<file path="src/hw/rtl/sslc_pkg.sv">
// Shared types and constants of the strided store line coalescer.
`default_nettype none
package sslc_pkg;

  localparam int unsigned MaxRun   = 16;
  localparam int unsigned RunW     = 5;
  localparam int unsigned IdxW     = 16;
  localparam int unsigned AddrW    = 32;
  localparam int unsigned ValW     = 64;
  localparam int unsigned InDataW  = 72;
  localparam int unsigned OutDataW = 104;

  typedef enum logic [1:0] {
    KIND_PUSH  = 2'd0,
    KIND_TICK  = 2'd1,
    KIND_START = 2'd2,
    KIND_NONE  = 2'd3
  } kind_e;

  typedef enum logic [2:0] {
    CFG_BASE   = 3'd0,
    CFG_STRIDE = 3'd1,
    CFG_GLEN   = 3'd2,
    CFG_GSKIP  = 3'd3,
    CFG_DPREC  = 3'd4,
    CFG_SCR    = 3'd5,
    CFG_TOTAL  = 3'd6,
    CFG_UNUSED = 3'd7
  } cfg_idx_e;

  typedef enum logic [2:0] {
    ST_IDLE, ST_DIV, ST_MUL1, ST_MUL2, ST_SUM, ST_WALK, ST_READ, ST_EMIT
  } back_state_e;

  typedef struct packed {
    logic [AddrW-1:0] base_addr;
    logic [15:0]      elem_stride;
    logic [15:0]      group_len;
    logic [15:0]      group_skip;
    logic             double_prec;
    logic             to_scratch;
    logic [15:0]      total_count;
  } cfg_t;

  typedef struct packed {
    kind_e           kind;
    logic [ValW-1:0] value;
    logic            mem_accept;
  } cmd_t;

endpackage
`default_nettype wire

</file>
<file path="src/hw/rtl/strided_store_line_coalescer.sv">
// Top level of the strided store line coalescer: configuration registers and wiring.
`default_nettype none
// Vector store unit. A start request opens a store of total_count elements, push
// requests fill an element queue of QUEUE_DEPTH entries, and each tick with a memory
// grant writes one coalesced run of contiguous elements inside one line (at most 16),
// one result per element, last_in_request on tlast. Requests are processed one at a
// time behind a two-entry command queue. A granted tick runs the group divide, the address
// multiply-add and the run walk, then a read and an emit for each element of the run.
// Line sizes must be powers of two. Configuration must be written only while no request
// is in flight; the block itself does not enforce it.
module strided_store_line_coalescer #(
  parameter int unsigned QUEUE_DEPTH        = 32,
  parameter int unsigned CACHE_LINE_BYTES   = 64,
  parameter int unsigned SCRATCH_LINE_BYTES = 64
) (
  input  wire                            clk_i,
  input  wire                            rst_ni,
  input  wire                            cfg_valid_i,
  output logic                           cfg_ready_o,
  input  wire [2:0]                      cfg_index_i,
  input  wire [31:0]                     cfg_data_i,
  input  wire                            s_axis_tvalid,
  output logic                           s_axis_tready,
  input  wire [sslc_pkg::InDataW-1:0]    s_axis_tdata,  // element_value[63:0], mem_accept[64]
  input  wire [1:0]                      s_axis_tuser,  // kind[1:0]
  output logic                           m_axis_tvalid,
  input  wire                            m_axis_tready,
  output logic [sslc_pkg::OutDataW-1:0]  m_axis_tdata,  // write_addr[31:0], write_value[95:32],
                                                         // vector_done[96]
  output logic [1:0]                     m_axis_tuser,  // write_target[0], queue_overflow[1]
  output logic                           m_axis_tlast   // last_in_request
);
  import sslc_pkg::*;

  cfg_t cfg_q;
  cmd_t cmd;
  logic cmd_valid, cmd_ready;

  assign cfg_ready_o = 1'b1;

  always_ff @(posedge clk_i or negedge rst_ni) begin
    if (!rst_ni) begin
      cfg_q.base_addr   <= '0;
      cfg_q.elem_stride <= 16'd1;
      cfg_q.group_len   <= 16'd1;
      cfg_q.group_skip  <= '0;
      cfg_q.double_prec <= 1'b0;
      cfg_q.to_scratch  <= 1'b0;
      cfg_q.total_count <= 16'd1;
    end else if (cfg_valid_i) begin
      case (cfg_idx_e'(cfg_index_i))
        CFG_BASE:   cfg_q.base_addr   <= cfg_data_i;
        CFG_STRIDE: cfg_q.elem_stride <= cfg_data_i[15:0];
        CFG_GLEN:   cfg_q.group_len   <= cfg_data_i[15:0];
        CFG_GSKIP:  cfg_q.group_skip  <= cfg_data_i[15:0];
        CFG_DPREC:  cfg_q.double_prec <= cfg_data_i[0];
        CFG_SCR:    cfg_q.to_scratch  <= cfg_data_i[0];
        CFG_TOTAL:  cfg_q.total_count <= cfg_data_i[15:0];
        default: ;
      endcase
    end
  end

  sslc_front u_front (
    .clk_i         (clk_i),
    .rst_ni        (rst_ni),
    .s_axis_tvalid (s_axis_tvalid),
    .s_axis_tready (s_axis_tready),
    .s_axis_tdata  (s_axis_tdata),
    .s_axis_tuser  (s_axis_tuser),
    .cmd_valid_o   (cmd_valid),
    .cmd_ready_i   (cmd_ready),
    .cmd_o         (cmd)
  );

  sslc_back #(
    .QUEUE_DEPTH        (QUEUE_DEPTH),
    .CACHE_LINE_BYTES   (CACHE_LINE_BYTES),
    .SCRATCH_LINE_BYTES (SCRATCH_LINE_BYTES)
  ) u_back (
    .clk_i         (clk_i),
    .rst_ni        (rst_ni),
    .cfg_i         (cfg_q),
    .cmd_valid_i   (cmd_valid),
    .cmd_ready_o   (cmd_ready),
    .cmd_i         (cmd),
    .m_axis_tvalid (m_axis_tvalid),
    .m_axis_tready (m_axis_tready),
    .m_axis_tdata  (m_axis_tdata),
    .m_axis_tuser  (m_axis_tuser),
    .m_axis_tlast  (m_axis_tlast)
  );

endmodule
`default_nettype wire

</file>
<file path="src/hw/rtl/sslc_front.sv">
// Front end: classifies incoming requests into commands and queues them.
`default_nettype none
module sslc_front (
  input  wire                           clk_i,
  input  wire                           rst_ni,
  input  wire                           s_axis_tvalid,
  output logic                          s_axis_tready,
  input  wire [sslc_pkg::InDataW-1:0]   s_axis_tdata,   // element_value[63:0], mem_accept[64]
  input  wire [1:0]                     s_axis_tuser,   // kind[1:0]
  output logic                          cmd_valid_o,
  input  wire                           cmd_ready_i,
  output sslc_pkg::cmd_t                cmd_o
);
  import sslc_pkg::*;

  cmd_t       fifo_q [2];
  logic       wr_ptr_q, rd_ptr_q;
  logic [1:0] cnt_q;
  cmd_t       cmd_in;
  logic       push, pop;

  always_comb begin
    case (s_axis_tuser)
      KIND_PUSH:  cmd_in.kind = KIND_PUSH;
      KIND_TICK:  cmd_in.kind = KIND_TICK;
      KIND_START: cmd_in.kind = KIND_START;
      default:    cmd_in.kind = KIND_NONE;
    endcase
    cmd_in.value      = s_axis_tdata[ValW-1:0];
    cmd_in.mem_accept = s_axis_tdata[ValW];
  end

  assign s_axis_tready = (cnt_q != 2'd2);
  assign push          = s_axis_tvalid && s_axis_tready;
  assign cmd_valid_o   = (cnt_q != 2'd0);
  assign pop           = cmd_valid_o && cmd_ready_i;
  assign cmd_o         = fifo_q[rd_ptr_q];

  always_ff @(posedge clk_i) begin
    if (push) begin
      fifo_q[wr_ptr_q] <= cmd_in;
    end
  end

  always_ff @(posedge clk_i or negedge rst_ni) begin
    if (!rst_ni) begin
      wr_ptr_q <= 1'b0;
      rd_ptr_q <= 1'b0;
      cnt_q    <= 2'd0;
    end else begin
      if (push) wr_ptr_q <= ~wr_ptr_q;
      if (pop)  rd_ptr_q <= ~rd_ptr_q;
      case ({push, pop})
        2'b10:   cnt_q <= cnt_q + 2'd1;
        2'b01:   cnt_q <= cnt_q - 2'd1;
        default: cnt_q <= cnt_q;
      endcase
    end
  end

endmodule
`default_nettype wire

</file>
<file path="src/hw/rtl/sslc_back.sv">
// Back end: element queue, address generation, run walk and result output.
`default_nettype none
module sslc_back #(
  parameter int unsigned QUEUE_DEPTH        = 32,
  parameter int unsigned CACHE_LINE_BYTES   = 64,
  parameter int unsigned SCRATCH_LINE_BYTES = 64
) (
  input  wire                            clk_i,
  input  wire                            rst_ni,
  input  sslc_pkg::cfg_t                 cfg_i,
  input  wire                            cmd_valid_i,
  output logic                           cmd_ready_o,
  input  sslc_pkg::cmd_t                 cmd_i,
  output logic                           m_axis_tvalid,
  input  wire                            m_axis_tready,
  output logic [sslc_pkg::OutDataW-1:0]  m_axis_tdata,  // write_addr[31:0], write_value[95:32],
                                                         // vector_done[96], zero pad
  output logic [1:0]                     m_axis_tuser,  // write_target[0], queue_overflow[1]
  output logic                           m_axis_tlast   // last_in_request
);
  import sslc_pkg::*;

  localparam int unsigned PtrW = (QUEUE_DEPTH > 1) ? $clog2(QUEUE_DEPTH) : 1;
  localparam int unsigned FillW = $clog2(QUEUE_DEPTH + 1);
  localparam logic [PtrW-1:0]  PtrLast = PtrW'(QUEUE_DEPTH - 1);
  localparam logic [FillW-1:0] FillFull = FillW'(QUEUE_DEPTH);
  // line sizes must be powers of two up to 256 bytes; the block itself does not enforce it
  localparam logic [8:0] CacheLine = 9'(CACHE_LINE_BYTES);
  localparam logic [8:0] ScrLine   = 9'(SCRATCH_LINE_BYTES);

  logic [ValW-1:0] mem_q [QUEUE_DEPTH];
  logic [ValW-1:0] rd_data_q;

  back_state_e state_q, state_d;
  logic              busy_q, busy_d;
  logic [IdxW-1:0]   idx_q, idx_d;
  logic [PtrW-1:0]   head_q, head_d, tail_q, tail_d;
  logic [FillW-1:0]  fill_q, fill_d;
  logic [4:0]        div_cnt_q, div_cnt_d;
  logic [15:0]       quot_q, quot_d;
  logic [15:0]       rem_q, rem_d;
  logic [31:0]       prod1_q, prod1_d, prod2_q, prod2_d;
  logic [AddrW-1:0]  addr_q, addr_d;
  logic [RunW-1:0]   run_q, run_d, pos_q, pos_d;
  logic              mem_we;

  logic              out_valid_q, out_valid_d;
  logic [AddrW-1:0]  out_addr_q, out_addr_d;
  logic [ValW-1:0]   out_val_q, out_val_d;
  logic              out_tgt_q, out_tgt_d, out_last_q, out_last_d;
  logic              out_done_q, out_done_d, out_ovf_q, out_ovf_d;

  logic              out_free;
  logic [16:0]       rem_sh;
  logic [32:0]       offset;
  logic [8:0]        line_bytes, step_bytes, line_ofs;
  logic              wrap, contiguous;
  logic [15:0]       rem_next;
  logic [PtrW-1:0]   head_inc, tail_inc;

  assign out_free   = !out_valid_q || m_axis_tready;
  assign head_inc   = (head_q == PtrLast) ? '0 : head_q + 1'b1;
  assign tail_inc   = (tail_q == PtrLast) ? '0 : tail_q + 1'b1;
  assign rem_sh     = {rem_q, quot_q[15]};
  assign offset     = {1'b0, prod1_q} + {1'b0, prod2_q};
  assign line_bytes = cfg_i.to_scratch ? ScrLine : CacheLine;
  assign step_bytes = cfg_i.double_prec ? {1'b0, run_q, 3'b000} : {2'b00, run_q, 2'b00};
  assign line_ofs   = ({1'b0, addr_q[7:0]} & (line_bytes - 9'd1)) + step_bytes;
  // group boundary between the last run element and the candidate
  assign wrap       = (cfg_i.group_len != 16'd0) && (rem_q + 16'd1 == cfg_i.group_len);
  assign rem_next   = wrap ? 16'd0 : rem_q + 16'd1;
  assign contiguous = ({1'b0, cfg_i.elem_stride} + (wrap ? {1'b0, cfg_i.group_skip} : 17'd0))
                      == 17'd1;

  always_comb begin
    state_d     = state_q;
    busy_d      = busy_q;
    idx_d       = idx_q;
    head_d      = head_q;
    tail_d      = tail_q;
    fill_d      = fill_q;
    div_cnt_d   = div_cnt_q;
    quot_d      = quot_q;
    rem_d       = rem_q;
    prod1_d     = prod1_q;
    prod2_d     = prod2_q;
    addr_d      = addr_q;
    run_d       = run_q;
    pos_d       = pos_q;
    mem_we      = 1'b0;
    cmd_ready_o = 1'b0;
    out_valid_d = out_valid_q && !m_axis_tready;
    out_addr_d  = out_addr_q;
    out_val_d   = out_val_q;
    out_tgt_d   = out_tgt_q;
    out_last_d  = out_last_q;
    out_done_d  = out_done_q;
    out_ovf_d   = out_ovf_q;

    case (state_q)
      ST_IDLE: begin
        if (cmd_valid_i) begin
          cmd_ready_o = 1'b1;
          case (cmd_i.kind)
            KIND_START: begin
              head_d = '0;
              tail_d = '0;
              fill_d = '0;
              idx_d  = '0;
              busy_d = (cfg_i.total_count != 16'd0);
            end
            KIND_PUSH: begin
              if (busy_q) begin
                if (fill_q == FillFull) begin
                  if (out_free) begin
                    out_valid_d = 1'b1;
                    out_addr_d  = '0;
                    out_val_d   = '0;
                    out_tgt_d   = 1'b0;
                    out_last_d  = 1'b0;
                    out_done_d  = 1'b0;
                    out_ovf_d   = 1'b1;
                  end else begin
                    cmd_ready_o = 1'b0;
                  end
                end else begin
                  mem_we = 1'b1;
                  tail_d = tail_inc;
                  fill_d = fill_q + 1'b1;
                end
              end
            end
            KIND_TICK: begin
              if (busy_q) begin
                if (idx_q >= cfg_i.total_count) begin
                  busy_d = 1'b0;
                end else if (fill_q != '0 && cmd_i.mem_accept) begin
                  div_cnt_d = 5'd16;
                  quot_d    = idx_q;
                  rem_d     = '0;
                  state_d   = ST_DIV;
                end
              end
            end
            default: ;
          endcase
        end
      end
      ST_DIV: begin
        // restoring divide: idx / group_len, one quotient bit per cycle
        if (rem_sh >= {1'b0, cfg_i.group_len}) begin
          rem_d  = 16'(rem_sh - {1'b0, cfg_i.group_len});
          quot_d = {quot_q[14:0], 1'b1};
        end else begin
          rem_d  = rem_sh[15:0];
          quot_d = {quot_q[14:0], 1'b0};
        end
        div_cnt_d = div_cnt_q - 5'd1;
        if (div_cnt_q == 5'd1) state_d = ST_MUL1;
      end
      ST_MUL1: begin
        if (cfg_i.group_len == 16'd0) begin
          quot_d = '0;
          rem_d  = '0;
        end
        prod1_d = cfg_i.elem_stride * idx_q;
        state_d = ST_MUL2;
      end
      ST_MUL2: begin
        prod2_d = cfg_i.group_skip * quot_q;
        state_d = ST_SUM;
      end
      ST_SUM: begin
        addr_d  = cfg_i.base_addr + (cfg_i.double_prec ? {offset[28:0], 3'b000}
                                                       : {offset[29:0], 2'b00});
        run_d   = 5'd1;
        state_d = ST_WALK;
      end
      ST_WALK: begin
        if (32'(run_q) < MaxRun && FillW'(run_q) < fill_q &&
            ({1'b0, idx_q} + {12'd0, run_q}) < {1'b0, cfg_i.total_count} &&
            contiguous && line_ofs < line_bytes) begin
          run_d = run_q + 5'd1;
          rem_d = rem_next;
        end else begin
          pos_d   = '0;
          state_d = ST_READ;
        end
      end
      ST_READ: begin
        state_d = ST_EMIT;
      end
      ST_EMIT: begin
        if (out_free) begin
          out_valid_d = 1'b1;
          out_addr_d  = addr_q + (cfg_i.double_prec ? {24'd0, pos_q, 3'b000}
                                                    : {25'd0, pos_q, 2'b00});
          out_val_d   = cfg_i.double_prec ? rd_data_q : {32'd0, rd_data_q[31:0]};
          out_tgt_d   = cfg_i.to_scratch;
          out_last_d  = (pos_q + 5'd1 == run_q);
          out_done_d  = ({1'b0, idx_q} + {12'd0, pos_q} + 17'd1) == {1'b0, cfg_i.total_count};
          out_ovf_d   = 1'b0;
          head_d      = head_inc;
          fill_d      = fill_q - 1'b1;
          pos_d       = pos_q + 5'd1;
          if (pos_q + 5'd1 == run_q) begin
            idx_d   = idx_q + {11'd0, run_q};
            if (({1'b0, idx_q} + {12'd0, run_q}) >= {1'b0, cfg_i.total_count}) begin
              busy_d = 1'b0;
            end
            state_d = ST_IDLE;
          end else begin
            state_d = ST_READ;
          end
        end
      end
      default: state_d = ST_IDLE;
    endcase
  end

  always_ff @(posedge clk_i) begin
    if (mem_we) mem_q[tail_q] <= cmd_i.value;
    rd_data_q <= mem_q[head_q];
  end

  always_ff @(posedge clk_i or negedge rst_ni) begin
    if (!rst_ni) begin
      state_q     <= ST_IDLE;
      busy_q      <= 1'b0;
      idx_q       <= '0;
      head_q      <= '0;
      tail_q      <= '0;
      fill_q      <= '0;
      div_cnt_q   <= '0;
      run_q       <= '0;
      pos_q       <= '0;
      out_valid_q <= 1'b0;
    end else begin
      state_q     <= state_d;
      busy_q      <= busy_d;
      idx_q       <= idx_d;
      head_q      <= head_d;
      tail_q      <= tail_d;
      fill_q      <= fill_d;
      div_cnt_q   <= div_cnt_d;
      run_q       <= run_d;
      pos_q       <= pos_d;
      out_valid_q <= out_valid_d;
    end
  end

  always_ff @(posedge clk_i) begin
    quot_q     <= quot_d;
    rem_q      <= rem_d;
    prod1_q    <= prod1_d;
    prod2_q    <= prod2_d;
    addr_q     <= addr_d;
    out_addr_q <= out_addr_d;
    out_val_q  <= out_val_d;
    out_tgt_q  <= out_tgt_d;
    out_last_q <= out_last_d;
    out_done_q <= out_done_d;
    out_ovf_q  <= out_ovf_d;
  end

  assign m_axis_tvalid = out_valid_q;
  assign m_axis_tdata  = {7'd0, out_done_q, out_val_q, out_addr_q};
  assign m_axis_tuser  = {out_ovf_q, out_tgt_q};
  assign m_axis_tlast  = out_last_q;

endmodule
`default_nettype wire

</file>
<file path="config.mk">
export PLATFORM = sky130hd
export DESIGN_NAME = strided_store_line_coalescer
export DESIGN_NICKNAME = d
export VERILOG_FILES = /design/src/hw/rtl/sslc_pkg.sv /design/src/hw/rtl/strided_store_line_coalescer.sv /design/src/hw/rtl/sslc_front.sv /design/src/hw/rtl/sslc_back.sv
export SDC_FILE = /design/constraint.sdc
export NUM_CORES = 2
export LEC_CHECK = 0
export ABC_AREA = 1
export BUFFER_PORTS_ARGS = -buffer_cell sky130_fd_sc_hd__buf_2
export CAP_MARGIN = 40
export CORE_MARGIN = 2
export CORE_UTILIZATION = 29
export DETAILED_ROUTE_END_ITERATION = 12
export PLACE_DENSITY = 0.53
export SLEW_MARGIN = 20
export SYNTH_ARGS = -nofsm -noshare
export SYNTH_HDL_FRONTEND = slang
export SYNTH_SLANG_ARGS = --single-unit
</file>
<file path="constraint.sdc">
create_clock -name clk_i -period 15.9 [get_ports clk_i]
set_input_delay 1.59 -clock clk_i [delete_from_list [all_inputs] [get_ports clk_i]]
set_output_delay 1.59 -clock clk_i [all_outputs]
set_load 0.1 [all_outputs]
</file>
; Word-level counts from Yosys, hierarchy flattened
; Memory sizes are Yosys's and may differ from the RTL's. A register that Yosys moved wholly into a read port is not among the register bits.
; Cells that the tools add are included.
[totals]
n_memories = 2
input_bits = 114
output_inout_bits = 110
ram_bits = 2182
reg_bits = 378
word_cells = 287
[memory_table]
columns = name, depth, word_bits, read_ports, rd_clocked_by_memory_dff, write_ports, line
row1 = u_back.mem_q, 32, 64, 1, 1, 1, sslc_back.sv:31  ; logic [ValW-1:0] mem_q [QUEUE_DEPTH];
row2 = u_front.fifo_q, 2, 67, 1, 0, 1, sslc_front.sv:16  ; cmd_t fifo_q [2];
[classes]
muxes = 125
bitwise_logic = 2
magnitude_cmp = 7
eq_ne = 50
n_mul = 2
n_reduce_logical = 48
add_sub_neg = 20
[op_table]
columns = op, count
row1 = two-way mux 64 bit, 7
row2 = two-way mux 16 bit, 19
row3 = two-way mux 32 bit, 7
row4 = one-hot mux 64 bit (2 select lines), 1
row5 = two-way mux 5 bit, 15
row6 = adder 32 bit, 2
row7 = one-hot mux 16 bit (4 select lines), 1
row8 = one-hot mux 32 bit (2 select lines), 1
row9 = multiplier 16 x 16 -> 30 bit, 2
row10 = one-hot mux 5 bit (2 select lines), 5
row11 = one-hot mux 16 bit (3 select lines), 1
row12 = two-way mux 1 bit, 40
row13 = adder 16 x 5 -> 17 bit, 2
row14 = greater-or-equal comparator 17 x 16 -> 1 bit, 2
row15 = one-hot mux 16 bit (2 select lines), 1
row16 = nonzero test 16 bit, 2
row17 = adder 30 bit, 1
row18 = two-way mux 3 bit, 9
row19 = two-way mux 6 bit, 4
row20 = one-hot mux 3 bit (8 select lines), 1
row21 = one-hot mux 6 bit (2 select lines), 2
row22 = "inequality test 2 x 1 -> 1 bit, second input constant", 11
row23 = "equality test 3 bit, second input constant", 7
row24 = "adder 5 x 1 -> 5 bit, second input constant", 4
row25 = 52 further kinds, 107

; Longest topological paths before layout
[logic_depth]
depth_word = 11
mapped_depth = 32
depth_no_buf = 31

; Hierarchy
; From an unflattened synthesis, not the netlist that was laid out.
[hier_totals]
cells_unflattened = 11586
hier_area_um2 = 126667.7
[modules_own_cells]
columns = module, cells_each, seq_area_each_um2, area_each_um2, n_inst
row1 = sslc_back, 10766, 70807.9, 117619.1, 1
row2 = sslc_front, 382, 4124.0, 5113.7, 1
row3 = strided_store_line_coalescer, 438, 2456.1, 3935.0, 1

; Worst setup path after synthesis
; Ideal clock, no wire load.
[synth_path]
path_kind = input -> register
startpoint = input m_axis_tready
endpoint = register u_back.out_last_q (netlist: u_back.m_axis_tlast) (enable)
setup_time_ns = 0.591
path_stages = 10
n_path_buf = 0
setup_slack_ns = 8.181
arrival_time_ns = 7.127
required_ns = 15.309
cell_sequence = nor2_1 > inv_1 > nor2_1 > inv_1 > nand2_1 > inv_1 > nand2_1 > inv_1 > nand2_1 > a21oi_1
[synth_between]
elab_chain_cells = 3
word_cells_on_any_way = 4
classes_between = 2 x eq/ne / 2 x reduce/logical
[synth_lines]
columns = element, line
row1 = from (decl), strided_store_line_coalescer.sv:27  ; input wire m_axis_tready,
row2 = logical OR 1 bit *, sslc_back.sv:61  ; assign out_free = !out_valid_q || m_axis_tready;
row3 = inequality test 2 x 1 -> 1 bit (no source line), n/a
row4 = AND reduction 7 bit (no source line) *, n/a
row5 = to (signal assigned), sslc_back.sv:261  ; out_last_q <= out_last_d;
row6 = to (decl), sslc_back.sv:50  ; logic out_tgt_q, out_tgt_d, out_last_q, out_last_d;
; Every way passes the cells marked *; elsewhere a longest branch is shown, timed or not.
; A chain may end at the register's enable or synchronous reset.

; Worst setup path in the final report
[layout_path]
startpoint = register cfg_q[60] (netlist name)
endpoint = register u_back.prod1_q[26] (data pin)
[layout_between]
elab_chain_cells = 1
[layout_lines]
columns = element, line
row1 = from (decl), strided_store_line_coalescer.sv:35  ; cfg_t cfg_q;
row2 = multiplier 16 x 16 -> 30 bit, sslc_back.sv:166  ; prod1_d = cfg_i.elem_stride * idx_q;
row3 = to (signal assigned), sslc_back.sv:255  ; prod1_q <= prod1_d;
row4 = to (decl), sslc_back.sv:42  ; logic [31:0] prod1_q, prod1_d, prod2_q, prod2_d;
; No other way between the ends.

==> results.sh <==
export IMPL_powerDensity_mw_per_mm2=183
export IMPL_place_hpwl_um=241000
export IMPL_drc=0
export IMPL_antenna_found_initial=26
export IMPL_ir_worst_vdd_mv=0.513
export IMPL_worstReg2RegEnd="u_back.prod1_q[26]$_DFFE_PP_"
export IMPL_max_freq_mhz=149
export IMPL_clock_sinks=2624
export IMPL_cts_tree="done"
export IMPL_p_leak_nw=55.5
export IMPL_yosysSeqAreaShare=0.615
export IMPL_slew_headroom=0.331
export IMPL_ys_types=60
export IMPL_worst_hold_startpoint="cfg_q[66]$_DFFE_PN0P_"
export IMPL_avgRoutedWirePerCell_um=22.4
export IMPL_crit_slowest_cell="dfrtp_1"
export IMPL_vias=86200
export IMPL_setup_viol=0
export IMPL_r2r_slack_ps=9210
export IMPL_grt_pass1_vias=83300
export IMPL_cts_setup_buffers=0
export IMPL_holdPathEnd="u_back.addr_q[0]$_DFFE_PP_"
export IMPL_dr_pass1_iters=6
export IMPL_gp_congestion=0.880
export IMPL_synth_mux_area_frac=0.00142
export IMPL_clk_pin_slew_ps=60
export IMPL_worst_r2r_cell_count=23
export IMPL_fin_worst_skew_ps=127
export IMPL_fillCellCount=43100
export IMPL_ys_seq_elements=2624
export IMPL_dieArea_mm2=0.439
export IMPL_fin_nets=12400
export IMPL_die_h_um=663
export IMPL_synth_flop_cell="edfxtp_1"
export IMPL_die_x_um=663
export IMPL_outcome="completed"
export IMPL_crit_family="adder cells"
export IMPL_overflow=0
export IMPL_final_cell_area_mm2=0.146
export IMPL_grt_start_max_net_pins=212
export IMPL_synth_top_family_by_area="simple AND/OR/NAND/NOR gates"
export IMPL_syn_to_final_growth_pct=15.7
export IMPL_critPathCaptureType="register"
export IMPL_max_stage_delay_ps=900
export IMPL_synth_largest_area_cell="edfxtp_1"
export IMPL_placed_cell_area_mm2=0.136
export IMPL_rsz0062_at_grt="false"
export IMPL_grt_pass1_wl_um=572000
export IMPL_htreeDepth=5
export IMPL_cts_resized=0
export IMPL_yosysTopAreaCellShare=0.574
export IMPL_fin_tns_setup_ps=0
export IMPL_syn_area_mm2=0.126
export IMPL_syn_avg_cell_area_um2=11.0
export IMPL_fp_row_count=241
export IMPL_avgViaCountPerCell=4.91
export IMPL_path_max_fanout=18
export IMPL_path_buf_inv=5
export IMPL_min_period_ps=6690
export IMPL_crit_path_start_kind="register"
export IMPL_yosys_top_cells_area="edfxtp_1 57%, fa_1 6.3%, o21ai_0 5.8%"
export IMPL_path_class="reg2reg"
export IMPL_worst_slew_pin_slew_ps=1000
export IMPL_ctsHoldBuffers=0
export IMPL_finalHoldViolations=0
export IMPL_regArea_mm2=0.0774
export IMPL_initial_core_util=0.292
export IMPL_yosysWarnings=0
export IMPL_drive_gt1_frac=0.0904
export IMPL_netlist_instances=11400
export IMPL_synth_compound_area_frac=0.107
export IMPL_timing_final_crit_share=0.421
export IMPL_io_pins=224
export IMPL_slew_viol_final=0
export IMPL_multi_input_area_mm2=0.0423
export IMPL_drv_cap=0
export IMPL_crit_top_cell="fa_1"
export IMPL_hold_class="reg2reg"
export IMPL_path_cells="nand2_1, fa_1, inv_1, fa_1, inv_1, fa_1, fa_1, inv_1, fa_1, inv_1, fa_1, inv_1, ha_1, a21oi_1, a21boi_0, nand3_1, a21oi_1, o21bai_1, nand2_1, nand2_1, nand2_1, nand2_1, xor2_1"
export IMPL_synth_simple_area_share=0.114
export IMPL_clock_path_buffers=4
export IMPL_cts_root_buf="clkbuf_16"
export IMPL_routed_wl_um=393000
export IMPL_arrival_ps=7300
export IMPL_grtUsageTotal=0.174
export IMPL_core_area_mm2=0.432
export IMPL_port_buffers=208
export IMPL_required_ps=16510
export IMPL_synth_edff_count=2406
export IMPL_yosys_area_share_adder=0.0972
export IMPL_insertion_delay_ps=970
export IMPL_numCtsBuffers=297
export IMPL_synthXorXnorAreaFrac=0.0135
export IMPL_postRouteAntennaNets=0
export IMPL_r2r_start="cfg_q[60]$_DFFE_PN0P_"
export IMPL_hold_depth=0
export IMPL_drtIter0Drc=7765
export IMPL_synthArstFlopShare=0.0587
==> final cells by class <==
type                       instances  share of cell area
antenna                           21            0.000361
clock buffer                     400              0.0556
clock inverter                   144              0.0110
inverter                        1068              0.0278
multi-input combinational       7071               0.291
sequential                      2624               0.532
tap                             5710              0.0491
timing repair buffer             528              0.0339
==> state kept, by name, indices dropped and copies added (netlist names), 2 cells and up <==
name / count
u_back.state_q: 3
u_back.out_addr_q: 32
u_back.tail_q: 5
u_back.pos_q: 5
u_back.head_q: 5
u_back.quot_q: 16
u_back.prod1_q: 30
u_front.fifo_q: 134
u_back.mem_q: 2048
u_back.div_cnt_q: 5
u_back.idx_q: 16
u_back.prod2_q: 30
u_back.fill_q: 6
u_back.rem_q: 16
u_back.run_q: 5
u_back.addr_q: 32
u_front.cnt_q: 2
u_back.rd_data_q: 64
u_back.out_val_q: 64
cfg_q: 98
==> per-stage QoR <==
stage	worst slack (ps)	utilization	hold WS, ps	std cells	total power [mW]
floorplan	8180	-	425	11400	16.5
global placement	9370	0.309	435	16900	19.8
detailed placement	9380	0.314	433	17000	19.9
CTS	9280	0.337	459	17500	27.0
global route	8850	0.337	476	17600	28.5
finish	9210	0.337	457	17600	26.7
==> worst max-delay path by stage <==
stage               cells past startpoint                                end  slack (ps)                        start
floorplan                              10  u_back.m_axis_tlast$_SDFFCE_PN0P_        8180                m_axis_tready
global route                           24       u_back.prod1_q[27]$_DFFE_PP_        8850        cfg_q[60]$_DFFE_PN0P_
finish                                 23       u_back.prod1_q[26]$_DFFE_PP_        9210        cfg_q[60]$_DFFE_PN0P_
global placement                       23       u_back.prod1_q[26]$_DFFE_PP_        9370  u_back.idx_q[5]$_DFFE_PN0P_
detailed placement                     23       u_back.prod1_q[26]$_DFFE_PP_        9380        cfg_q[60]$_DFFE_PN0P_
CTS                                    23       u_back.prod1_q[26]$_DFFE_PP_        9280        cfg_q[60]$_DFFE_PN0P_
==> Yosys cell counts (122+ instances only) <==
cell,instances
xor2_1,122
ha_1,349
clkbuf_1,564
nand3_1,217
o21ai_0,1456
nor2_1,1549
edfxtp_1,2406
o22ai_1,621
nand2_1,1699
fa_1,393
inv_1,1058
a21oi_1,265
dfrtp_1,151
==> cells in the final DEF (no fill, tap or decap), types with 19 or more instances in the layout <==
master and count:
buf_8 79, buf_2 212, clkinv_2 36, nand4_1 49, xnor2_1 67, o22ai_1 621
inv_1 1055, nor3_1 40, o31ai_1 19, nor2_4 39, clkbuf_16 299, nor4_1 19
xor2_1 122, ha_1 349, dfrtp_1 144, dfxtp_1 64, diode_2 21, o21ai_0 1456
fa_1 393, a21oi_1 263, buf_4 179, nand2_1 1697, nor2_1 1511, buf_16 29
edfxtp_1 2406, buf_12 25, nand3_1 217, clkbuf_1 78, clkbuf_8 23, clkinv_1 49
==> cells by family (layout without fill, tap and decap cells) <==
kind of cell,after synthesis,in the layout
AOI/OAI and AO/OA,2481,2481
xor gates and xnor gates,191,191
adders and majority gates,742,742
buffers and inverters,1714,2140
DFF,2624,2624
muxes,16,16
other,2,29
and+or+nand+nor,3633,3633
==> report_power, final <==
part | switching (mW) | internal [mW]
Combinational | 6.97 | 3.43
Sequential | 0.314 | 9.12
Clock | 2.92 | 3.91
Total | 10.2 | 16.5
==> layer usage <==
metal,vias to the layer above,wire length [um],global-route usage,part of all wire
met4,8,12800,0.0556,0.033
met1,43200,166000,0.228,0.42
met2,2695,191000,0.296,0.49
met5,-,48,0,0.00012
li1,39800,-,-,-
met3,578,23700,0.0228,0.060
Note: power is estimated with default switching activity, not from simulation.
